**config.mk**
```make
export PLATFORM = sky130hd
export DESIGN_NAME = trrs_divider
export DESIGN_NICKNAME = d
export VERILOG_FILES = /design/src/rtl/trrs_pkg.sv /design/src/rtl/trrs_divider.sv
export SDC_FILE = /design/constraint.sdc
export NUM_CORES = 1
export LEC_CHECK = 0
export ABC_AREA = 1
export BUFFER_PORTS_ARGS = -buffer_cell sky130_fd_sc_hd__buf_4
export CAP_MARGIN = 25
export CORE_MARGIN = 2
export CORE_UTILIZATION = 40
export DETAILED_ROUTE_END_ITERATION = 12
export GPL_TIMING_DRIVEN = 0
export HOLD_SLACK_MARGIN = 0.12
export SYNTH_ARGS = -nofsm -noshare
export SYNTH_HDL_FRONTEND = slang
export SYNTH_SLANG_ARGS = --single-unit
```
**constraint.sdc**
```tcl
create_clock -name aclk -period 3.4 [get_ports aclk]
set_clock_uncertainty 0.2 [all_clocks]
set_input_delay 0.51 -clock aclk [delete_from_list [all_inputs] [get_ports aclk]]
set_output_delay 0.51 -clock aclk [all_outputs]
set_load 0.01 [all_outputs]
```
**src/rtl/trrs_pkg.sv**
```systemverilog
// shared constants, types and the arctangent table for the two-link arm step block
// no dependencies
`default_nettype none

package trrs_pkg;

    localparam int ANGLE_BITS    = 16;
    localparam int CORDIC_STAGES = 16;
    localparam int ATAN_COUNT    = 24;
    localparam int ITER_W        = $clog2(ATAN_COUNT);

    localparam logic signed [31:0] CORDIC_GAIN = 32'sd652032874;
    localparam logic [31:0]        TURN_FRAC   = 32'd2670177;

    // square root of the squared error
    localparam int RAD_W  = 44;
    localparam int ROOT_W = RAD_W / 2;
    localparam int RCNT_W = $clog2(ROOT_W);

    // ratio division
    localparam int NUM_W  = 56;
    localparam int DET_W  = 38;
    localparam int QUO_W  = NUM_W - 1;
    localparam int DEN_W  = DET_W - 1;
    localparam int QCNT_W = $clog2(QUO_W);

    typedef logic [ANGLE_BITS-1:0] angle_t;

    typedef enum logic [1:0] {
        ST_STEPPED  = 2'd0,
        ST_REACHED  = 2'd1,
        ST_SINGULAR = 2'd2,
        ST_LOADED   = 2'd3
    } status_t;

    typedef enum logic [2:0] {
        REG_LINK_ONE = 3'd0,
        REG_LINK_TWO = 3'd1,
        REG_TARGET_X = 3'd2,
        REG_TARGET_Y = 3'd3,
        REG_GAIN     = 3'd4,
        REG_DT       = 3'd5,
        REG_REACH    = 3'd6,
        REG_DET_MIN  = 3'd7
    } cfg_addr_t;

    function automatic logic signed [31:0] atan_at(input logic [ITER_W-1:0] i);
        logic signed [31:0] v;
        case (i)
            5'd0:    v = 32'h20000000;
            5'd1:    v = 32'h12E4051D;
            5'd2:    v = 32'h09FB385B;
            5'd3:    v = 32'h051111D4;
            5'd4:    v = 32'h028B0D43;
            5'd5:    v = 32'h0145D7E1;
            5'd6:    v = 32'h00A2F61E;
            5'd7:    v = 32'h00517C55;
            5'd8:    v = 32'h0028BE53;
            5'd9:    v = 32'h00145F2E;
            5'd10:   v = 32'h000A2F98;
            5'd11:   v = 32'h000517CC;
            5'd12:   v = 32'h00028BE6;
            5'd13:   v = 32'h000145F3;
            5'd14:   v = 32'h0000A2F9;
            5'd15:   v = 32'h0000517C;
            5'd16:   v = 32'h000028BE;
            5'd17:   v = 32'h0000145F;
            5'd18:   v = 32'h00000A2F;
            5'd19:   v = 32'h00000517;
            5'd20:   v = 32'h0000028B;
            5'd21:   v = 32'h00000145;
            5'd22:   v = 32'h000000A2;
            5'd23:   v = 32'h00000051;
            default: v = 32'h00000000;
        endcase
        return v;
    endfunction

endpackage

`default_nettype wire

```
**src/rtl/trrs_divider.sv**
```systemverilog
// signed restoring divider, quotient truncated toward zero, one bit per cycle
// depends on trrs_pkg
`default_nettype none

module trrs_divider (
    input  wire logic                               aclk,
    input  wire logic                               aresetn,
    input  wire logic                               start,
    input  wire logic signed [trrs_pkg::NUM_W-1:0]  num,
    input  wire logic signed [trrs_pkg::DET_W-1:0]  den,
    output logic                                    done,
    output logic signed [trrs_pkg::QUO_W:0]         quot
);

    localparam int QW = trrs_pkg::QUO_W;
    localparam int DW = trrs_pkg::DEN_W;

    logic [QW-1:0] quo_reg;
    logic [DW-1:0] rem_reg, den_reg;
    logic [trrs_pkg::QCNT_W-1:0] cnt_reg;
    logic neg_reg, busy_reg, done_reg;

    logic [DW:0] rem_sh;
    logic ge;

    assign rem_sh = {rem_reg, quo_reg[QW-1]};
    assign ge     = rem_sh >= {1'b0, den_reg};

    always_ff @(posedge aclk) begin
        if (!aresetn) begin
            busy_reg <= 1'b0;
            done_reg <= 1'b0;
        end else begin
            done_reg <= 1'b0;
            if (start) begin
                busy_reg <= 1'b1;
            end else if (busy_reg && cnt_reg == trrs_pkg::QCNT_W'(QW - 1)) begin
                busy_reg <= 1'b0;
                done_reg <= 1'b1;
            end
        end
    end

    always_ff @(posedge aclk) begin
        if (start) begin
            quo_reg <= num[trrs_pkg::NUM_W-1] ? QW'(-num) : QW'(num);
            den_reg <= den[trrs_pkg::DET_W-1] ? DW'(-den) : DW'(den);
            rem_reg <= '0;
            neg_reg <= num[trrs_pkg::NUM_W-1] ^ den[trrs_pkg::DET_W-1];
            cnt_reg <= '0;
        end else if (busy_reg) begin
            rem_reg <= ge ? DW'(rem_sh - {1'b0, den_reg}) : rem_sh[DW-1:0];
            quo_reg <= {quo_reg[QW-2:0], ge};
            cnt_reg <= cnt_reg + 1'b1;
        end
    end

    assign done = done_reg;
    assign quot = neg_reg ? -signed'({1'b0, quo_reg}) : signed'({1'b0, quo_reg});

endmodule

`default_nettype wire

```
==> impl_metrics.json <==
{
  "synth.lib_cells_used.distinct": 50,
  "final_critical_path_setup_slack_ns": 0.0841,
  "critPathLaunch": "quo_reg[4]$_DFFE_PP_",
  "ys_dominant_reg_cell": "edfxtp_1",
  "cts_root_buffer": "clkbuf_16",
  "layout_worst_path_cycle_share_pct": 97.5,
  "final_layout_size_suffix_gt1_share_pct": 12.3,
  "path_class": "register to primary output",
  "biggest_fanout_along_the_worst_timing_path": 4,
  "area_growth_syn_to_layout_pct": 18.4,
  "utilization_after_layout_pct": 48.2,
  "timing.critical_path.from_type": "register",
  "p_per_area_nw_per_um2": 355,
  "critPathSlowestCell": "edfxtp_1",
  "timing.critical_path.required_ns": 2.69,
  "post_synth_instance_area_sq_um": 12900,
  "max-clock-path-buffers": 2,
  "drt_drc_violations_left": 0,
  "hold_slack_ns": 0.174,
  "critical_path.max_stage_delay_ns": 0.47,
  "floorplan.rows": 65,
  "yosysSeqAreaShare_pct": 28.7,
  "clk_pin_slew_worst_setup_hold_paths_ns": 0.07,
  "final-setup-viol-count": 0,
  "pin_count_of_the_biggest_net_entering_global_routing": 45,
  "synth_async_sr_flop_share_pct": 0,
  "post-synth-top-count-cell": "nand2_1",
  "clock-sinks": 138,
  "cts_tree": "done",
  "synth_top_area_share_pct": 21.7,
  "worst_pin_slew_ns": 0.745,
  "cpLargestDelayFamily": "simple AND/OR/NAND/NOR gates",
  "cell_taking_the_most_area_after_synthesis": "edfxtp_1",
  "drt-vias-per-instance": 5.15,
  "groute.usage.overall_pct": 27.7,
  "gp_congestion": 0.990,
  "fp.dieArea_sq_um": 33600,
  "detail_route.wl_per_cell_microns": 17.5,
  "grt_antenna_before_repair": 1,
  "holdCritStartpoint": "den[36]",
  "grt_setup_unrepaired": "true",
  "initial_utilization_pct": 40.7,
  "detailroute.via_count": 13535,
  "maxSlewViolCount": 0,
  "critPathCaptureType": "primary output",
  "worst-path-buf-inv": 2,
  "place_hpwl_microns": 38100,
  "grt_pass1_vias": 13487,
  "synthTopCellsByArea": "edfxtp_1 (22%), nand2_1 (17%), inv_1 (9.2%), nor2_1 (7.5%), dfxtp_1 (7.0%)",
  "place.port_buffers": 153,
  "clk-insertion-delay-late_ns": 0.43,
  "hold_class": "primary input to register",
  "hold_viol": 0,
  "grt_overflow_total": 0,
  "crit_path_cell_trace": "nor2_1 -> nand2_1 -> nor3_1 -> nand3_1 -> inv_1 -> nand4_1 -> o21ai_0 -> xnor2_1 -> buf_4",
  "detail-route-antenna-nets": 0,
  "largest_register_ffs": 55,
  "num-nets-final": 2354,
  "crit-reg2reg-launch": "quo_reg[54]$_DFFE_PP_",
  "total_leakage_power_nw": 7.42,
  "synth.top_cells.by_count": "nand2_1 (594), inv_1 (317), nor2_1 (256)",
  "floorplan.core_area_sq_um": 31600,
  "status": "complete, no violations",
  "grt_pass1_wl_microns": 71500,
  "final_period_minus_worst_setup_slack_ns": 3.32,
  "pre_cts_slack_ns": 0.239,
  "detail_route.first_pass.iterations": 5,
  "floorplan.die.height_microns": 183,
  "netlist_instances": 2033,
  "ys_warn_count": 0,
  "cts_buffers": 17,
  "irDropWorstVdd_v": 0.000271,
  "die_w_microns": 183,
  "synth_edf_count": 93,
  "worst_slew_margin_relative_to_its_limit_pct": 50.3,
  "ys_ff_latch": 138,
  "cp.arrival_ns": 2.61,
  "max-cap-violations": 0,
  "synth.avg_cell_area_sq_um": 6.33,
  "achievable-frequency_mhz": 302,
  "route.final.wire_length_microns": 46100,
  "postSynthNetCount": 2173,
  "io_pins": 154,
  "drtIter0Drc": 1022,
  "htreeDepth": 4
}
-- power by group --
| group | leakage (nW) | total [W] | switching [W] | internal, W |
|---|---|---|---|---|
| Sequential | 1.30 | 0.00206 | 0.000104 | 0.00196 |
| Clock | 0.270 | 0.00183 | 0.000799 | 0.00103 |
| Combinational | 5.85 | 0.00153 | 0.000954 | 0.000576 |
| Total | 7.42 | 0.00542 | 0.00186 | 0.00356 |
-- cell type report --
type                    count  area [sq um]
repair buffers            162          1230
flip-flops and latches    138          3690
plain buffers              49           260
well taps                 402           503
fillers                  3332         16400
clock buffers              19           443
inverters                 324          1220
multi-input cells        1522          7780
diodes                      1          2.50
clock inverters            13           116
-- worst reg2reg max path, cell delays in order, from the launching register on --
cell	delay, ns
edfxtp_1	0.38
inv_1	0.26
ha_1	0.20
inv_1	0.10
fa_1	0.42
nand2_1	0.09
nand2_1	0.09
nand3_2	0.08
nand2_2	0.08
nand2_1	0.10
nand2_2	0.11
nand2_2	0.10
nand2_2	0.08
nand2_4	0.10
nand2_4	0.12
buf_4	0.24
nand2_1	0.10
o21ai_0	0.09
-- worst paths after layout --
| kind | to | slack, ns | cells after the start |
|---|---|---|---|
| min | den_reg[36]$_DFFE_PP_ | 0.17 | 2 |
| min reg2reg | rem_reg[17]$_SDFFE_PP0P_ | 0.27 | 2 |
| max | quot[44] | 0.08 | 9 |
| max reg2reg | quo_reg[0]$_DFFE_PP_ | 0.20 | 17 |
-- layer usage --
metal | wire, microns | share of wire [%] | GRT usage, %
met5 | 0 | 0 | 0
met4 | 1930 | 4.2 | 12.2
met3 | 2190 | 4.7 | 3.41
met2 | 23000 | 50 | 50.7
met1 | 19100 | 41 | 32.3
-- kinds of logic after synthesis --
| family | after synthesis | share of synthesized area, % |
|---|---|---|
| AOI/OAI and AO/OA | 193 | 8.21 |
| xor gates and xnor gates | 131 | 8.91 |
| adders and majority gates | 43 | 4.24 |
| buffers and inverters | 373 | 11.4 |
| DFF | 138 | 28.7 |
| and+or+nand+nor | 1155 | 38.5 |
-- what timing repair did --
action | in CTS | in global routing
pin swaps | 2 | 2
endpoints found under the hold margin | 3 | 0
hold buffers | 2 | 0
gates cloned | 0 | 0
setup buffers | 2 | 4
gates resized for setup | 5 | 17
endpoints found under the setup margin | 7 | 20
-- placed cells by master (no fill, tap or decap), drive strengths merged, types with 10 or more instances in the layout --
| cell | synthesis | final |
|---|---|---|
| a21oi | 43 | 43 |
| a31oi | 13 | 13 |
| buf | 24 | 184 |
| clkbuf | 25 | 44 |
| dfxtp | 45 | 45 |
| edfxtp | 93 | 93 |
| ha | 42 | 42 |
| inv | 323 | 327 |
| nand2 | 604 | 604 |
| nand3 | 183 | 183 |
| nand3b | 21 | 21 |
| nand4 | 30 | 30 |
| nor2 | 265 | 265 |
| nor3 | 33 | 33 |
| nor4 | 10 | 10 |
| o21ai | 116 | 116 |
| xnor2 | 45 | 45 |
| xor2 | 86 | 86 |
-- stage by stage --
step | total power [W] | TNS [ns] | std cells | area, sq um
6_report | 0.00542 | 0 | 2630 | 15300
5_1_grt | 0.00567 | -0.0930 | 2629 | 15200
2_1_floorplan | 0.00289 | 0 | 2033 | 12900
4_1_cts | 0.00542 | 0 | 2625 | 15200
3_5_place_dp | 0.00357 | 0 | 2589 | 14500
3_3_place_gp | 0.00358 | -102.77 | 2588 | 14500
(Power assumes the default switching activity.)
