--- config.mk ---
export PLATFORM = sky130hd
export DESIGN_NAME = trrs_cordic
export DESIGN_NICKNAME = d
export VERILOG_FILES = /design/src/rtl/trrs_pkg.sv /design/src/rtl/trrs_cordic.sv
export SDC_FILE = /design/constraint.sdc
export NUM_CORES = 1
export LEC_CHECK = 0
export BUFFER_PORTS_ARGS = -buffer_cell sky130_fd_sc_hd__buf_4
export CORE_UTILIZATION = 40
export DETAILED_ROUTE_END_ITERATION = 16
export GPL_TIMING_DRIVEN = 0
export PLACE_DENSITY = 0.64
export SETUP_SLACK_MARGIN = 0.5
export SLEW_MARGIN = 15
export SYNTH_ARGS = -nofsm -noshare
export SYNTH_HDL_FRONTEND = slang
export SYNTH_SLANG_ARGS = --single-unit
--- constraint.sdc ---
create_clock -name aclk -period 17.95 [get_ports aclk]
set_input_delay 0.8975 -clock aclk [delete_from_list [all_inputs] [get_ports aclk]]
set_output_delay 0.8975 -clock aclk [all_outputs]
set_load 0.02 [all_outputs]
--- src/rtl/trrs_pkg.sv ---
// shared constants, types and the arctangent table for the two-link arm step block
// no dependencies
`default_nettype none

package trrs_pkg;

    localparam int ANGLE_BITS    = 16;
    localparam int CORDIC_STAGES = 16;
    localparam int ATAN_COUNT    = 24;
    localparam int ITER_W        = $clog2(ATAN_COUNT);

    localparam logic signed [31:0] CORDIC_GAIN = 32'sd652032874;
    localparam logic [31:0]        TURN_FRAC   = 32'd2670177;

    // square root of the squared error
    localparam int RAD_W  = 44;
    localparam int ROOT_W = RAD_W / 2;
    localparam int RCNT_W = $clog2(ROOT_W);

    // ratio division
    localparam int NUM_W  = 56;
    localparam int DET_W  = 38;
    localparam int QUO_W  = NUM_W - 1;
    localparam int DEN_W  = DET_W - 1;
    localparam int QCNT_W = $clog2(QUO_W);

    typedef logic [ANGLE_BITS-1:0] angle_t;

    typedef enum logic [1:0] {
        ST_STEPPED  = 2'd0,
        ST_REACHED  = 2'd1,
        ST_SINGULAR = 2'd2,
        ST_LOADED   = 2'd3
    } status_t;

    typedef enum logic [2:0] {
        REG_LINK_ONE = 3'd0,
        REG_LINK_TWO = 3'd1,
        REG_TARGET_X = 3'd2,
        REG_TARGET_Y = 3'd3,
        REG_GAIN     = 3'd4,
        REG_DT       = 3'd5,
        REG_REACH    = 3'd6,
        REG_DET_MIN  = 3'd7
    } cfg_addr_t;

    function automatic logic signed [31:0] atan_at(input logic [ITER_W-1:0] i);
        logic signed [31:0] v;
        case (i)
            5'd0:    v = 32'h20000000;
            5'd1:    v = 32'h12E4051D;
            5'd2:    v = 32'h09FB385B;
            5'd3:    v = 32'h051111D4;
            5'd4:    v = 32'h028B0D43;
            5'd5:    v = 32'h0145D7E1;
            5'd6:    v = 32'h00A2F61E;
            5'd7:    v = 32'h00517C55;
            5'd8:    v = 32'h0028BE53;
            5'd9:    v = 32'h00145F2E;
            5'd10:   v = 32'h000A2F98;
            5'd11:   v = 32'h000517CC;
            5'd12:   v = 32'h00028BE6;
            5'd13:   v = 32'h000145F3;
            5'd14:   v = 32'h0000A2F9;
            5'd15:   v = 32'h0000517C;
            5'd16:   v = 32'h000028BE;
            5'd17:   v = 32'h0000145F;
            5'd18:   v = 32'h00000A2F;
            5'd19:   v = 32'h00000517;
            5'd20:   v = 32'h0000028B;
            5'd21:   v = 32'h00000145;
            5'd22:   v = 32'h000000A2;
            5'd23:   v = 32'h00000051;
            default: v = 32'h00000000;
        endcase
        return v;
    endfunction

endpackage

`default_nettype wire

--- src/rtl/trrs_cordic.sv ---
// iterative rotation-mode cordic, one micro-rotation per cycle, sin and cos in q.30
// depends on trrs_pkg
`default_nettype none

module trrs_cordic (
    input  wire logic               aclk,
    input  wire logic               aresetn,
    input  wire logic               start,
    input  wire trrs_pkg::angle_t   angle,
    output logic                    done,
    output logic signed [31:0]      sin_q,
    output logic signed [31:0]      cos_q
);

    logic signed [31:0] x_reg, y_reg, z_reg;
    logic [trrs_pkg::ITER_W-1:0] i_reg;
    logic flip_reg, busy_reg, done_reg;

    logic [31:0] u0, u0q, u1;
    logic flip;

    assign u0   = {angle, {(32 - trrs_pkg::ANGLE_BITS){1'b0}}};
    assign u0q  = u0 + 32'h4000_0000;
    assign flip = u0q[31];
    assign u1   = flip ? (u0 + 32'h8000_0000) : u0;

    always_ff @(posedge aclk) begin
        if (!aresetn) begin
            busy_reg <= 1'b0;
            done_reg <= 1'b0;
        end else begin
            done_reg <= 1'b0;
            if (start) begin
                busy_reg <= 1'b1;
            end else if (busy_reg &&
                         i_reg == trrs_pkg::ITER_W'(trrs_pkg::CORDIC_STAGES - 1)) begin
                busy_reg <= 1'b0;
                done_reg <= 1'b1;
            end
        end
    end

    always_ff @(posedge aclk) begin
        if (start) begin
            x_reg    <= trrs_pkg::CORDIC_GAIN;
            y_reg    <= '0;
            z_reg    <= signed'(u1);
            i_reg    <= '0;
            flip_reg <= flip;
        end else if (busy_reg) begin
            if (!z_reg[31]) begin
                x_reg <= x_reg - (y_reg >>> i_reg);
                y_reg <= y_reg + (x_reg >>> i_reg);
                z_reg <= z_reg - trrs_pkg::atan_at(i_reg);
            end else begin
                x_reg <= x_reg + (y_reg >>> i_reg);
                y_reg <= y_reg - (x_reg >>> i_reg);
                z_reg <= z_reg + trrs_pkg::atan_at(i_reg);
            end
            i_reg <= i_reg + 1'b1;
        end
    end

    assign done  = done_reg;
    assign sin_q = flip_reg ? -y_reg : y_reg;
    assign cos_q = flip_reg ? -x_reg : x_reg;

endmodule

`default_nettype wire

==> results.md, run 1 <==
* Vias per std cell at 6.45
* Gate Count Post-Synth at 2180
* All-Layer GR Usage at 36.9%
* Worst skew pair latency at slightly below 0.5 ns
* Synth top area cells: dfxtp_1, ha_1, mux4_2
* WL per Instance at roughly 29 um
* Pin count of the biggest net entering global routing at 33
* Total wire length at 82200 um
* EDFF count, synth at 33
* Die X at 211 um
* Maximum VDD drop at 118 uV
* Cell Rows at 76
* Setup total negative slack at 0 ns
* Status: complete, no violations
* Pwr dens at 227 nW/um^2
* Met1 wire length at 32500 um
* Post-CTS setup buffers at 0
* Clock buffer depth at 2
* Post-synth design cell area at about 17000 um^2
* Seq/Total Area, Yosys at 17.3%
* Reg clk slew, reported paths at about 0.07 ns
* #FFs+latches synth at 134
* Core area at 43000 um^2
* Met3 Wirelength at 6930 um
* YS warnings at 0
* Wire length on met2 at approximately 38000 um
* Ports at between 80 and 90
* Layout area overhead at 11.1%
* Syn_area_per_cell at 7.99 um^2
* Fin util at 45.1%
* Ys flop type: dfxtp_1
* Critical path startpoint category: flop
* Synth cell types at 87
* Clk sink count at 134
* RSZ-0062 raised after global routing: false
* Most common cell in the synthesized netlist: nor2_1
* Top layer in use: met4
* Nets at 2419
* Die area at 44400 um^2
* Initial Util at 40.5%
* Leakage at 7.89 nW
* Final Setup Violations at 0
* Post-DP HPWL at 63500 um
* Leading area contributor after synthesis: dfxtp_1
* Data arrival, critical path at 9.51 ns
* TritonCTS clock tree: done
* Worst rel slew slack at about 16%
* DRT iter0 DRCs at 2233
* Root Buffer: clkbuf_16
* Htree depth at 4
* Share of cells above drive strength 1 at 11.1%
* Placer Congestion at roughly 1.1
* TritonCTS buffer count at 17
* First-pass GRT wire length at 118000 um
* Worst Tran Pin Value at 1.26 ns
* Top cells by count, synth: nor2_1, nand2_1, a21oi_1
* Max Slew Vio Count at 0
* Final Hold Vio Count at 0
* Total of max-cap violations at 0
* Die height at 211 um
* DRT antenna net count at 0
* Final Worst Setup Slack at approximately 8.8 ns
* Top cell type's share of synthesized area at between 10% and 20%
* Max Fanout on Critical Path at 10
* F_max at 109 MHz
* Port buffer count at 83
* Syn nets at 2315
* Critical Path Sink Type: flop
* Initial antenna violation count at 0
* Ys async rst share at 0%
* Worst Path Required at approximately 18 ns
* Dpl ws at 9.14 ns
* Total gr overflow at 0
* Drc violations at 0
* PostCTS Resize Cnt at 0
* Hold buffer count at cts at 0
* Final period demand of the worst path at 9.17 ns
* Vias in the first global route at 17400
* Class of the most critical setup path: flop to flop
* Vias at around 19000
* Fin crit share at 51.1%
* Hold WC Path Type: flop to flop
* Skew final at between 0.01 and 0.015 ns
* DRT Pass-1 Iters at 6
## path summary, 6_finish.rpt
kind / from / endpoint / slack [ns] / depth (start not counted)
min: y_reg[0]$_SDFFE_PP0P_ / y_reg[0]$_SDFFE_PP0P_ / 0.57 / 2
max reg2reg: i_reg[1]$_SDFFE_PP0P_ / x_reg[30]$_SDFFE_PP0P_ / 8.78 / 27
max: i_reg[1]$_SDFFE_PP0P_ / x_reg[30]$_SDFFE_PP0P_ / 8.78 / 27
min reg2reg: y_reg[0]$_SDFFE_PP0P_ / y_reg[0]$_SDFFE_PP0P_ / 0.57 / 2
## cells in the final DEF (no fill, tap or decap), drive strengths merged, types with 87 or more instances in the layout
| cell | n |
|---|---|
| nor2 | 236 |
| nand2 | 213 |
| dfxtp | 101 |
| o21ai | 130 |
| xor2 | 87 |
| buf | 142 |
| xnor2 | 135 |
| ha | 113 |
| a21oi | 160 |
| clkbuf | 130 |
## cell families after synthesis
logic type / synth area share, %
AO/OA/AOI/OAI: 22.8
XOR/XNOR: 11.2
adder cells (fa/ha/maj): 8.46
buffers and inverters: 5.48
flip-flops: 17.3
multiplexers: 16.4
AND/OR/NAND/NOR: 18.5
## final cells by class
class,instances,area [um^2]
diodes,1,2.50
plain buffers,165,729
clock buffers,22,475
clock inverters,10,72.6
fillers,4350,23600
inverters,61,229
multi-input cells,1820,13500
flip-flops and latches,134,3010
well taps,585,732
repair buffers,85,651
## power by group
part / switching, mW / leakage (nW) / internal [mW] / total, mW
Combinational: 2.14 / 6.44 / 1.39 / 3.54
Sequential: 0.0854 / 1.17 / 0.428 / 0.514
Clock: 0.156 / 0.274 / 0.188 / 0.344
## critical path, cell delays in order, from the launching register on
cell and delay (ns):
dfxtp_1 0.35, buf_2 0.26, buf_2 0.36, buf_1 0.65, buf_1 0.85, mux4_2 0.42, nand2_1 0.08, a21oi_1 0.07
nor3_1 0.53, nor4b_1 0.68, nand3_1 0.48, nor2_1 0.51, a31oi_1 0.17, xnor2_1 0.16, nor2_1 0.11, a21oi_1 0.09
ha_1 0.39, nand2_1 0.07, nor2_1 0.23, inv_1 0.10, nor3_1 0.23, inv_1 0.06, a2111oi_0 0.89, o41ai_1 0.33
o21ai_0 0.48, nor3b_1 0.10, a221oi_1 0.24, o21ai_0 0.11
## metrics by stage
| stage | power, mW | instance area, um^2 | std cells | hold slack (ns) |
|---|---|---|---|---|
| finish | 4.39 | 19400 | 2883 | 0.574 |
| global route | 4.70 | 19400 | 2882 | 0.593 |
| CTS | 4.33 | 19400 | 2882 | 0.570 |
| detailed placement | 3.96 | 18800 | 2850 | 0.565 |
| global placement | 3.90 | 18800 | 2848 | 0.557 |
| floorplan | 3.01 | 17400 | 2180 | 0.508 |
## layer usage
layer	vias to the layer above	track usage (%)
met3	204	7.66
met1	9123	45.6
met5	-	0
met4	0	19.9
met2	1000	60.2
li1	8256	-
Note: power is estimated with default switching activity, not from simulation.
==> run 2, diff against run 1 <==
- PLACE_DENSITY: 0.64 -> 0.66
- clock period: 17.95 -> 7.9 ns (I/O delays scaled with it)
==> run 2 against run 1 <==
Against the previous run: first-iteration DRC count down 13%; clock skew up 0.0020 ns; sequential cell count unchanged; largest power group unchanged; setup slack worse by 8.0 ns; hold slack worse by 0.47 ns.
==> results.md, run 2 (synthesized netlist as in run 1, its figures left out) <==
* Pwr dens at about 520 nW/um^2
* Reg clk slew, reported paths at 0.08 ns
* Max Fanout on Critical Path at 10
* Total Power at around 10 mW
* Total wire length at 83700 um
* Maximum VDD drop at 313 uV
* First-pass GRT wire length at around 120000 um
* Worst r2r dst: x_reg[31]$_SDFFE_PP0P_
* DRT antenna net count at 0
* Max Slew Vio Count at 0
* Area post-placement at 18800 um^2
* Ports at 84
* RSZ-0062 raised after global routing: true
* Skew final at 0.0153 ns
* Core area at approximately 43000 um^2
* TritonCTS clock tree: done
* F_max at about 140 MHz
* Worst skew pair latency at approximately 0.50 ns
* Post-route cell area at 19600 um^2
* WHS Endpoint: flip_reg$_DFFE_PP_
* Final Setup Violations at 0
* Port buffer count at 83
* Worst reg2reg startpoint: i_reg[2]$_SDFFE_PP0P_
* Data arrival, critical path at 7.56 ns
* DRT Pass-1 Iters at 6
* # fillers at 4392
* Pin count of the biggest net entering global routing at 22
* Layout area overhead at 12.5%
* TritonCTS buffer count at 17
* Class of the most critical setup path: flop to flop
* Clock buffer depth at 2
* Clk sink count at 134
* Nets at between 2000 and 2500
* Vias per std cell at 6.38
* Hold path depth at 1
* Final Worst Setup Slack at 0.763 ns
* Fin crit share at 90.3%
* All-Layer GR Usage at 37.5%
* Initial Util at between 40% and 50%
* Cell Rows at 76
* Dpl ws at -0.774 ns
* Hold path start: start
* Placer Congestion at 1.10
* Commonest non-fill, non-tap cells in the layout: nor2_1, nand2_1, a21oi_1
* Share of cells above drive strength 1 at 13.2%
* Die X at about 210 um
* Leakage at 8.02 nW
* Worst Path Required at approximately 8.3 ns
* Status: complete, no violations
* Post-DP HPWL at 64500 um
* Worst rel slew slack at approximately an eighth
* DRT iter0 DRCs at between 1500 and 2000
* Vias in the first global route at 17200
* Htree depth at 4
* Reg2Reg Depth at 25
* Most common cell after layout, fill and taps aside: nor2_1
* Critical path startpoint category: flop
* Total of max-cap violations at 0
* Worst Tran Pin Value at 1.31 ns
* Total gr overflow at 0
* Die area at 44400 um^2
* R2r setup slk at 0.76 ns
* Critical Path Sink Type: flop
* Final period demand of the worst path at 7.14 ns
* Final Hold Vio Count at 0
* Drc violations at 0
* Root Buffer: clkbuf_16
* Initial antenna violation count at 2
* Fin util at 45.6%
* Vias at 18400
* WL per Instance at 29.0 um
* Hold WC Path Type: primary input to flop
* Die height at 211 um
-- run 2: layer usage --
metal | wire, um | track usage (%) | up-vias
met5 | 17 | 0 | -
met4 | 4740 | 20.6 | 2
met3 | 6730 | 7.78 | 178
met2 | 38100 | 59.4 | 887
met1 | 34100 | 47.6 | 9081
li1 | - | - | 8273
-- run 2: worst max path at each step --
stage	startpoint	cells past startpoint	end	slack [ns]
2_1_floorplan	i_reg[0]$_SDFFE_PP0P_	29	y_reg[31]$_SDFFE_PP0P_	2.05
3_3_place_gp	i_reg[1]$_SDFFE_PP0P_	26	x_reg[30]$_SDFFE_PP0P_	-0.78
3_5_place_dp	i_reg[1]$_SDFFE_PP0P_	26	x_reg[30]$_SDFFE_PP0P_	-0.77
4_1_cts	i_reg[4]$_SDFFE_PP0P_	22	y_reg[31]$_SDFFE_PP0P_	0.51
5_1_grt	i_reg[2]$_SDFFE_PP0P_	26	x_reg[30]$_SDFFE_PP0P_	0.41
6_report	i_reg[2]$_SDFFE_PP0P_	25	x_reg[31]$_SDFFE_PP0P_	0.76
-- run 2: repair_timing --
action,in CTS,in global routing
pin swaps,0,1
gates resized for setup,33,34
hold buffers,0,0
setup buffers,0,0
endpoints found under the setup margin,23,13
-- run 2: cell type report --
type / count / area, um^2 / area share, %
diodes: 3 / 7.51 / 0.0383
multi-input cells: 1820 / 13600 / 69.5
plain buffers: 165 / 772 / 3.94
repair buffers: 86 / 666 / 3.40
inverters: 61 / 229 / 1.17
clock buffers: 18 / 439 / 2.24
clock inverters: 14 / 118 / 0.600
flip-flops and latches: 134 / 3010 / 15.4
well taps: 585 / 732 / 3.73
-- run 2: stage by stage --
| step | hold WS (ns) | TNS [ns] | cells |
|---|---|---|---|
| after floorplan | 0.507 | 0 | 2180 |
| after global placement | 0.559 | -2.78 | 2848 |
| after detailed placement | 0.576 | -2.77 | 2850 |
| after CTS | 0.0655 | 0 | 2882 |
| after global routing | 0.0950 | 0 | 2883 |
| final | 0.106 | 0 | 2886 |
-- run 2: worst max-delay path: stages, from the launching register on --
cell	delay [ns]
dfxtp_1	0.36
buf_2	0.28
buf_2	0.33
buf_2	0.33
clkbuf_4	0.32
mux4_2	0.33
mux2i_1	0.33
o22ai_1	0.18
nor3_4	0.36
ha_1	0.25
nor3b_4	0.32
and3_1	0.26
a21oi_1	0.12
xnor2_2	0.21
ha_1	0.36
a21o_1	0.20
a221o_1	0.35
a31o_2	0.25
a22oi_1	0.34
a311oi_2	0.25
a41oi_2	0.31
nand3_1	0.12
a31oi_1	0.32
xnor2_1	0.12
or3_1	0.32
a21oi_1	0.15
-- run 2: report_power, final --
part           switching, mW  leakage (nW)  internal, mW
sequential             0.191          1.17         0.973
combinational           4.96          6.58          3.22
clock                  0.396         0.265         0.416
