File: src/rtl/trrs_pkg.sv
// shared constants, types and the arctangent table for the two-link arm step block
// no dependencies
`default_nettype none

package trrs_pkg;

    localparam int ANGLE_BITS    = 16;
    localparam int CORDIC_STAGES = 16;
    localparam int ATAN_COUNT    = 24;
    localparam int ITER_W        = $clog2(ATAN_COUNT);

    localparam logic signed [31:0] CORDIC_GAIN = 32'sd652032874;
    localparam logic [31:0]        TURN_FRAC   = 32'd2670177;

    // square root of the squared error
    localparam int RAD_W  = 44;
    localparam int ROOT_W = RAD_W / 2;
    localparam int RCNT_W = $clog2(ROOT_W);

    // ratio division
    localparam int NUM_W  = 56;
    localparam int DET_W  = 38;
    localparam int QUO_W  = NUM_W - 1;
    localparam int DEN_W  = DET_W - 1;
    localparam int QCNT_W = $clog2(QUO_W);

    typedef logic [ANGLE_BITS-1:0] angle_t;

    typedef enum logic [1:0] {
        ST_STEPPED  = 2'd0,
        ST_REACHED  = 2'd1,
        ST_SINGULAR = 2'd2,
        ST_LOADED   = 2'd3
    } status_t;

    typedef enum logic [2:0] {
        REG_LINK_ONE = 3'd0,
        REG_LINK_TWO = 3'd1,
        REG_TARGET_X = 3'd2,
        REG_TARGET_Y = 3'd3,
        REG_GAIN     = 3'd4,
        REG_DT       = 3'd5,
        REG_REACH    = 3'd6,
        REG_DET_MIN  = 3'd7
    } cfg_addr_t;

    function automatic logic signed [31:0] atan_at(input logic [ITER_W-1:0] i);
        logic signed [31:0] v;
        case (i)
            5'd0:    v = 32'h20000000;
            5'd1:    v = 32'h12E4051D;
            5'd2:    v = 32'h09FB385B;
            5'd3:    v = 32'h051111D4;
            5'd4:    v = 32'h028B0D43;
            5'd5:    v = 32'h0145D7E1;
            5'd6:    v = 32'h00A2F61E;
            5'd7:    v = 32'h00517C55;
            5'd8:    v = 32'h0028BE53;
            5'd9:    v = 32'h00145F2E;
            5'd10:   v = 32'h000A2F98;
            5'd11:   v = 32'h000517CC;
            5'd12:   v = 32'h00028BE6;
            5'd13:   v = 32'h000145F3;
            5'd14:   v = 32'h0000A2F9;
            5'd15:   v = 32'h0000517C;
            5'd16:   v = 32'h000028BE;
            5'd17:   v = 32'h0000145F;
            5'd18:   v = 32'h00000A2F;
            5'd19:   v = 32'h00000517;
            5'd20:   v = 32'h0000028B;
            5'd21:   v = 32'h00000145;
            5'd22:   v = 32'h000000A2;
            5'd23:   v = 32'h00000051;
            default: v = 32'h00000000;
        endcase
        return v;
    endfunction

endpackage

`default_nettype wire

File: src/rtl/trrs_root.sv
// iterative integer square root, one result bit per cycle
// depends on trrs_pkg
`default_nettype none

module trrs_root (
    input  wire logic                         aclk,
    input  wire logic                         aresetn,
    input  wire logic                         start,
    input  wire logic [trrs_pkg::RAD_W-1:0]   radicand,
    output logic                              done,
    output logic [trrs_pkg::ROOT_W-1:0]       root
);

    localparam int REM_W = trrs_pkg::ROOT_W + 3;

    logic [trrs_pkg::RAD_W-1:0]  rad_reg;
    logic [REM_W-1:0]            rem_reg;
    logic [trrs_pkg::ROOT_W-1:0] root_reg;
    logic [trrs_pkg::RCNT_W-1:0] cnt_reg;
    logic busy_reg, done_reg;

    logic [REM_W+1:0] rem_sh, trial;
    logic ge;

    assign rem_sh = {rem_reg, rad_reg[trrs_pkg::RAD_W-1 -: 2]};
    assign trial  = (REM_W + 2)'({root_reg, 2'b01});
    assign ge     = rem_sh >= trial;

    always_ff @(posedge aclk) begin
        if (!aresetn) begin
            busy_reg <= 1'b0;
            done_reg <= 1'b0;
        end else begin
            done_reg <= 1'b0;
            if (start) begin
                busy_reg <= 1'b1;
            end else if (busy_reg && cnt_reg == trrs_pkg::RCNT_W'(trrs_pkg::ROOT_W - 1)) begin
                busy_reg <= 1'b0;
                done_reg <= 1'b1;
            end
        end
    end

    always_ff @(posedge aclk) begin
        if (start) begin
            rad_reg  <= radicand;
            rem_reg  <= '0;
            root_reg <= '0;
            cnt_reg  <= '0;
        end else if (busy_reg) begin
            rad_reg  <= {rad_reg[trrs_pkg::RAD_W-3:0], 2'b00};
            rem_reg  <= ge ? REM_W'(rem_sh - trial) : REM_W'(rem_sh);
            root_reg <= {root_reg[trrs_pkg::ROOT_W-2:0], ge};
            cnt_reg  <= cnt_reg + 1'b1;
        end
    end

    assign done = done_reg;
    assign root = root_reg;

endmodule

`default_nettype wire

File: config.mk
export PLATFORM = sky130hd
export DESIGN_NAME = trrs_root
export DESIGN_NICKNAME = d
export VERILOG_FILES = /design/src/rtl/trrs_pkg.sv /design/src/rtl/trrs_root.sv
export SDC_FILE = /design/constraint.sdc
export NUM_CORES = 1
export LEC_CHECK = 0
export BUFFER_PORTS_ARGS = -buffer_cell sky130_fd_sc_hd__clkbuf_2
export CAP_MARGIN = 20
export CORE_AREA = 2 2 124 102
export DETAILED_ROUTE_END_ITERATION = 16
export DIE_AREA = 0 0 126 104
export PLACE_DENSITY = 0.7
export SYNTH_ARGS = -nofsm -noshare
export SYNTH_HDL_FRONTEND = slang
export SYNTH_SLANG_ARGS = --single-unit
File: constraint.sdc
create_clock -name aclk -period 3.6 [get_ports aclk]
set_input_delay 0.72 -clock aclk [delete_from_list [all_inputs] [get_ports aclk]]
set_output_delay 0.72 -clock aclk [all_outputs]
set_load 0.1 [all_outputs]
==> flow_summary.ini, run 1 <==
[yosys]
synth_area_mm2 = 0.00523
ys_seq_elements = 98
ys_warn_count = 0
syn_inst = 490
synthDistinctLibCells = 54
syn-num-nets = 563
avgSynthCellArea_um2 = 10.7
synth_commonest_cells = dfxtp_1 (54), nor2_1 (51), edfxtp_1 (44)
yosysTopAreaCell = edfxtp_1
synthTopCellsByArea = edfxtp_1 (25%), dfxtp_1 (21%), mux2_2 (9.0%)
synthFlopType = dfxtp_1
synth-edff-count = 44
yosysSeqAreaShare_pct = 45.9
synthArstFlopShare_pct = 0
synth.most_common_cell = dfxtp_1
synth_top_area_share_pct = 25.3

[die]
initial_utilization_pct = 44.0
io_pins = 70
dieArea_mm2 = 0.0131
rows = 36
die_w_um = 126
die_y_um = 104
core-area_mm2 = 0.0119

[clock_network]
clock-root-buffer = clkbuf_16
cts_tree = built
path_clk_slew_ns = 0.07
numCtsBuffers = 9
clk_latency_ns = 0.35
cts_resized = 0
holdBufCountCts = 0
htree_levels = 3
clock-sinks = 98
clockBufferDepth = 2
cts_setup_buffers = 0

[finish]
fillCellCount = 1103
regArea_mm2 = 0.00240
final_nets = 628
drive_gt1_share_pct = 25.2
diodes = 0
multi_input_area_mm2 = 0.00259
largest_reg_flops = 44
area_delta_synth_final_pct = 14.7

[timing]
drv_slew = 0
tns_ns = 0
slew_headroom_pct = 59.5
fin_skew_ns = 0.00901
max_freq_ghz = 0.327
finalCriticalPeriod_ns = 3.05
rsz0062_at_grt = false
setup_ws_ns = 0.546
hold_violations = 0
timing.final.crit_share_pct = 84.8
final-setup-viol-count = 0
max_slew.worst_pin.slew_ns = 0.607

[global_routing]
grt_max_degree = 47
grt_pass1_vias = 3755
gr-usage-all-layers_pct = 16.6
antenna_found_initial = 0
grt-ovfl-total = 0
grt_pass1_wl_mm = 18.0

[pwr]
vdd_drop_max_mv = 0.512
pwr_density_cell_mw_per_mm2 = 818
p_leak_nw = 2.46

[route]
num_vias = 3817
antenna_left = 0
drc = 0
wirelength_mm = 10.7
vias_per_cell = 5.36
wl_per_cell_um = 15.1
first_pass_iters = 5
detail_route.iter0.violations = 389

[place]
place_hpwl_mm = 7.41
pre_cts_ws_ns = 0.600
io_buffers = 69
gp_congestion = 0.877

[setup_path]
worstPathArrival_ns = 3.25
crit_fanout = 15
worstPathRequired_ns = 3.79
end_kind = flip-flop
worstSetupPathType = reg2reg
cp-start-kind = flip-flop

[hold_path]
hold_class = reg2reg

[outcome]
status = finished, final reports clean

[flow_run]
cap_violations = 0
-- power by group --
group / total, mW / switching (mW) / leakage (nW) / internal, mW
clock: 0.983 / 0.437 / 0.146 / 0.545
sequential: 1.44 / 0.112 / 0.884 / 1.33
combinational: 2.48 / 1.34 / 1.43 / 1.14
total: 4.91 / 1.89 / 2.46 / 3.02
-- layout make-up --
cell class	instances	share of cell area, %
clock buffers	9	3.75
multi-input cells	339	43.2
inverters	31	1.94
well taps	152	3.17
repair buffers	76	6.67
flip-flops and latches	98	40.1
clock inverters	7	1.25
-- cell usage in the layout, fill, tap and decap left out, types with 3 or more instances in the layout --
| master | Yosys | routed |
|---|---|---|
| nor2b_1 | 4 | 4 |
| and2_1 | 3 | 3 |
| ha_1 | 26 | 26 |
| a211oi_1 | 16 | 16 |
| o21bai_1 | 3 | 3 |
| mux2_2 | 42 | 42 |
| xor2_1 | 10 | 10 |
| nor3_1 | 7 | 7 |
| a21o_1 | 11 | 11 |
| a21oi_1 | 19 | 19 |
| nand2b_1 | 5 | 5 |
| inv_1 | 31 | 30 |
| o21ai_0 | 13 | 13 |
| clkbuf_2 | 0 | 68 |
| nand3_1 | 4 | 4 |
| edfxtp_1 | 44 | 44 |
| nand2_1 | 21 | 21 |
| mux2i_1 | 39 | 39 |
| nand4b_1 | 3 | 3 |
| nor2_1 | 51 | 51 |
| xnor2_1 | 15 | 15 |
| dfxtp_1 | 54 | 53 |
| buf_4 | 0 | 8 |
| o211ai_1 | 5 | 5 |
| nand4_1 | 5 | 5 |
| clkbuf_16 | 0 | 9 |
-- worst max-delay path, cell delays in order, from the launching register on --
cell and delay (ns):
dfxtp_1 0.37, inv_1 0.06, ha_1 0.41, a21oi_2 0.17
nor2_1 0.06, a211oi_2 0.28, or4b_1 0.48, o21ai_2 0.21
o311a_1 0.24, buf_4 0.27, mux2i_1 0.25, a211oi_1 0.10
-- logic make-up (layout without fill, tap and decap cells) --
group / count (synthesis) / in the layout / synth area share, %
AND/OR/NAND/NOR: 113 / 113 / 10.1
flip-flops: 98 / 98 / 45.9
AO/OA/AOI/OAI: 94 / 94 / 12.5
multiplexers: 81 / 81 / 16.5
buffers and inverters: 53 / 123 / 4.59
adder cells (fa/ha/maj): 26 / 26 / 6.22
XOR/XNOR: 25 / 25 / 4.18
-- routing by layer --
metal | up-vias | GRT usage, % | wire (µm)
li1 | 1911 | - | -
met1 | 1785 | 23.9 | 5120
met2 | 104 | 24.7 | 4860
met3 | 17 | 3.50 | 563
met4 | 0 | 5.57 | 193
met5 | - | 0 | 0
-- metrics by stage --
step | power [mW] | cell area, µm² | std cells | utilization, % | hold slack [ns]
after global placement | 3.85 | 5700 | 696 | 47.9 | 0.450
after CTS | 4.91 | 6000 | 712 | 50.5 | 0.475
after global routing | 5.23 | 6000 | 712 | 50.5 | 0.499
final | 4.91 | 6000 | 712 | 50.5 | 0.473
after floorplan | 3.52 | 5230 | 490 | - | 0.435
after detailed placement | 3.89 | 5700 | 696 | 47.9 | 0.459
-- path summary, 6_finish.rpt --
check | from | endpoint | slack, ns | cells after the start
setup / recovery | root[14]$_SDFFE_PP0P_ | rem_reg[10]$_SDFFE_PP0P_ | 0.55 | 11
hold / removal | rem_reg[23]$_SDFFE_PP0P_ | rem_reg[23]$_SDFFE_PP0P_ | 0.47 | 1
setup reg to reg | root[14]$_SDFFE_PP0P_ | rem_reg[10]$_SDFFE_PP0P_ | 0.55 | 11
hold reg to reg | rem_reg[23]$_SDFFE_PP0P_ | rem_reg[23]$_SDFFE_PP0P_ | 0.47 | 1
(Power assumes the default switching activity.)
==> run 2, diff against run 1 <==
PLACE_DENSITY = 0.72   (was 0.7)
clock period = 2.65 ns   (was 3.6 ns; I/O delays follow)
==> flow_summary.ini, run 2 (same netlist as run 1, synthesis figures left out) <==
[route]
detail_route.iter0.violations = 237
wl_per_cell_um = 15.1
antenna_left = 0
wirelength_mm = 11.1
drc = 0
num_vias = 3919
vias_per_cell = 5.32
first_pass_iters = 4

[timing]
holdWs_ns = 0.394
fin_skew_ns = 0.0121
max_slew.worst_pin.slew_ns = 1.07
final-setup-viol-count = 0
rsz0062_at_grt = true
max_freq_ghz = 0.387
slew_headroom_pct = 28.5
timing.final.crit_share_pct = 97.4
finalCriticalPeriod_ns = 2.58
drv_slew = 0
hold_violations = 0

[clock_network]
clock-root-buffer = clkbuf_16
htree_levels = 3
holdBufCountCts = 0
numCtsBuffers = 9
clk_latency_ns = 0.36
path_clk_slew_ns = 0.07
clockBufferDepth = 2
clock-sinks = 98
cts_tree = built

[setup_path]
worstSetupPathType = reg2reg
worstPathArrival_ns = 2.80
cp-start-kind = flip-flop
crit_fanout = 10
worstPathRequired_ns = 2.87
end_kind = flip-flop

[global_routing]
grt_pass1_wl_mm = 18.4
grt_pass1_vias = 3818
gr-usage-all-layers_pct = 17.2
grt-ovfl-total = 0
antenna_found_initial = 0
grt_max_degree = 61

[die]
rows = 36
initial_utilization_pct = 44.0
io_pins = 70
dieArea_mm2 = 0.0131
die_y_um = 104
core-area_mm2 = 0.0119
die_w_um = 126

[place]
io_buffers = 69
place_inst = 716
gp_congestion = 0.867
place_hpwl_mm = 7.52

[finish]
diodes = 0
area_delta_synth_final_pct = 25.1
layout_commonest_cell = clkbuf_2
largest_reg_flops = 44
final_nets = 653
final_cell_mix = clkbuf_2 (68), nor2_1 (51), edfxtp_1 (44)
fin_cells = 737
drive_gt1_share_pct = 37.9

[pwr]
total_power_mw = 7.64
p_leak_nw = 2.64
vdd_drop_max_mv = 0.550
pwr_density_cell_mw_per_mm2 = 1170

[hold_path]
hold_class = in2reg

[outcome]
status = finished, final reports clean

[flow_run]
cap_violations = 0
run 2: critical path, stage by stage, from the launching register on:
cell and delay, ns:
dfxtp_4 0.35, inv_1 0.06, ha_4 0.26, nand2_2 0.08, nor2_1 0.06, a211oi_2 0.21
or4b_4 0.51, o21ai_4 0.17, o311a_4 0.24, buf_8 0.16, mux2i_1 0.22, a211oi_1 0.10
run 2: final timing paths:
check                           startpoint                  endpoint  slack [ns]  cells past startpoint
setup / recovery     root[16]$_SDFFE_PP0P_   rem_reg[7]$_SDFFE_PP0P_        0.07                     11
hold / removal                     aresetn     busy_reg$_SDFFE_PN0P_        0.39                      3
hold reg to reg   rem_reg[23]$_SDFFE_PP0P_  rem_reg[23]$_SDFFE_PP0P_        0.47                      1
setup reg to reg     root[16]$_SDFFE_PP0P_   rem_reg[7]$_SDFFE_PP0P_        0.07                     11
run 2: power breakdown:
| group | internal, mW | switching (mW) |
|---|---|---|
| sequential | 1.80 | 0.167 |
| clock | 0.721 | 0.582 |
| combinational | 2.26 | 2.11 |
| total | 4.78 | 2.86 |
run 2: final cells by class:
class / count / area (µm²)
Fill cell: 1077 / 5350
Clock buffer: 11 / 264
Multi-Input combinational cell: 339 / 2830
Clock inverter: 5 / 35.0
Inverter: 31 / 116
Sequential cell: 98 / 2470
Tap cell: 152 / 190
Timing Repair Buffer: 101 / 638
run 2: metal layers:
| layer | up-vias | track usage (%) | routed length [µm] |
|---|---|---|---|
| li1 | 1961 | - | - |
| met1 | 1872 | 23.5 | 5440 |
| met2 | 73 | 25.8 | 5040 |
| met3 | 13 | 4.78 | 435 |
| met4 | 0 | 6.99 | 179 |
| met5 | - | 0 | 0 |
run 2: what timing repair did:
| action | 4_1_cts | 5_1_grt |
|---|---|---|
| setup endpoints to repair | 15 | 20 |
| pin swaps | 0 | 6 |
| buffers inserted | 0 | 4 |
| gates resized for setup | 2 | 21 |
| gates cloned | 0 | 1 |
run 2: through the flow:
stage | cell area, µm² | utilization [%] | TNS, ns | setup slack (ns)
floorplan | 5440 | - | -1.63 | -0.121
global placement | 6080 | 51.1 | 0 | 0.0459
detailed placement | 6080 | 51.1 | -0.162 | -0.0456
CTS | 6390 | 53.8 | -0.0190 | -0.0190
global route | 6550 | 55.0 | -0.253 | -0.0586
finish | 6550 | 55.0 | 0 | 0.0685
==> run 3, diff against run 2 <==
==> constraint.sdc (replaced) <==
create_clock -name aclk -period 2.65 [get_ports aclk]
set_input_delay 0.1325 -clock aclk [delete_from_list [all_inputs] [get_ports aclk]]
set_output_delay 0.1325 -clock aclk [all_outputs]
set_load 0.1 [all_outputs]
==> flow_summary.ini, run 3 (same netlist as run 1, synthesis figures left out) <==
[outcome]
status = complete, but fails checks
violations = negative setup slack

[route]
first_pass_iters = 4
detail_route.iter0.violations = 291
wl_per_cell_um = 16.3
num_vias = 4098
wirelength_mm = 12.5
drc = 0
antenna_left = 0
vias_per_cell = 5.37

[global_routing]
grt_max_degree = 47
grt_pass1_vias = 3948
grt_pass1_wl_mm = 19.3
antenna_found_initial = 0
gr-usage-all-layers_pct = 18.1
grt-ovfl-total = 0

[clock_network]
numCtsBuffers = 9
clock-root-buffer = clkbuf_16
clk_latency_ns = 0.36
clockBufferDepth = 2
clock-sinks = 98
htree_levels = 3
cts_tree = built
path_clk_slew_ns = 0.07

[timing]
timing.final.crit_share_pct = 103
hold_violations = 0
fin_skew_ns = 0.0101
slew_headroom_pct = 61.9
drv_slew = 0
tns_ns = -0.619
setup_ws_ns = -0.0717
max_freq_ghz = 0.367
finalCriticalPeriod_ns = 2.72
max_slew.worst_pin.slew_ns = 0.571
final-setup-viol-count = 15
rsz0062_at_grt = true

[setup_path]
crit_fanout = 5
path_delay_family = compound AO/OA/AOI/OAI gates
worstSetupPathType = reg2reg
slowest_stage = or4b_4
max_stage_delay_ns = 0.53
worstPathArrival_ns = 2.94
critPathBufInv = 3
worstPathRequired_ns = 2.87
cp_cell_sequence = inv_2, ha_4, a21oi_2, nor2_1, a211oi_2, or4b_4, o21ai_4, o311a_4, buf_4, buf_12, mux2i_4, a211oi_1
cp-start-kind = flip-flop
end_kind = flip-flop

[die]
initial_utilization_pct = 44.0
die_y_um = 104
io_pins = 70
dieArea_mm2 = 0.0131
rows = 36
core-area_mm2 = 0.0119
die_w_um = 126

[finish]
area_delta_synth_final_pct = 31.9
final_nets = 679
drive_gt1_share_pct = 42.6
diodes = 0
layout_commonest_cell = clkbuf_2
largest_reg_flops = 44
final_cell_mix = clkbuf_2 (68), nor2_1 (51), buf_4 (51)
fin_area_mm2 = 0.00690

[pwr]
vdd_drop_max_mv = 0.767
p_leak_nw = 2.80
pwr_density_cell_mw_per_mm2 = 1290

[place]
place_hpwl_mm = 8.00
dpl-instance-area_mm2 = 0.00608
pre_cts_ws_ns = -0.140
gp_congestion = 0.871
io_buffers = 69

[hold_path]
hold_class = in2reg

[flow_run]
cap_violations = 0
run 3: path summary, 6_finish.rpt:
kind / endpoint / cells past startpoint / start / slack, ns
setup / recovery: rem_reg[15]$_SDFFE_PP0P_ / 12 / root[14]$_SDFFE_PP0P_ / -0.07
hold / removal: rad_reg[0]$_SDFFCE_PN0P_ / 2 / radicand[0] / 0.06
setup reg to reg: rem_reg[15]$_SDFFE_PP0P_ / 12 / root[14]$_SDFFE_PP0P_ / -0.07
hold reg to reg: rem_reg[20]$_SDFFE_PP0P_ / 2 / rem_reg[20]$_SDFFE_PP0P_ / 0.47
run 3: layer usage:
| metal | share of wire [%] | routed length, µm | GRT usage (%) | vias up |
|---|---|---|---|---|
| li1 | - | - | - | 2017 |
| met3 | 4.5 | 562 | 4.06 | 10 |
| met4 | 1.4 | 176 | 6.51 | 0 |
| met5 | 0 | 0 | 0 | - |
| met2 | 48 | 6010 | 28.9 | 93 |
| met1 | 46 | 5710 | 24.3 | 1978 |
run 3: what timing repair did:
item,CTS,global route
setup endpoints to repair,10,21
cloned,0,2
pin swaps,4,14
buffers inserted,2,24
resized for setup,9,41
endpoints found under the hold margin,2,0
hold buffers,1,0
run 3: stage by stage:
stage | cells | hold slack, ns | power (mW) | util (%)
final | 763 | 0.0587 | 8.90 | 58.0
after floorplan | 490 | 0.268 | 4.94 | -
after global routing | 763 | 0.0653 | 9.37 | 58.0
after CTS | 737 | 0.0469 | 7.47 | 54.3
after global placement | 718 | 0.362 | 5.71 | 51.1
after detailed placement | 718 | 0.374 | 5.82 | 51.1
run 3: final cells by class:
| class | instances | area (µm²) |
|---|---|---|
| tap | 152 | 190 |
| clock inverter | 7 | 82.6 |
| clock buffer | 9 | 225 |
| inverter | 31 | 119 |
| multi-input combinational | 339 | 2960 |
| fill | 979 | 4990 |
| sequential | 98 | 2470 |
| timing repair buffer | 127 | 857 |
run 3: where the power goes:
part	total, mW	switching [mW]	internal (mW)
logic	5.53	2.57	2.96
clock network	1.38	0.627	0.752
registers	1.99	0.189	1.80
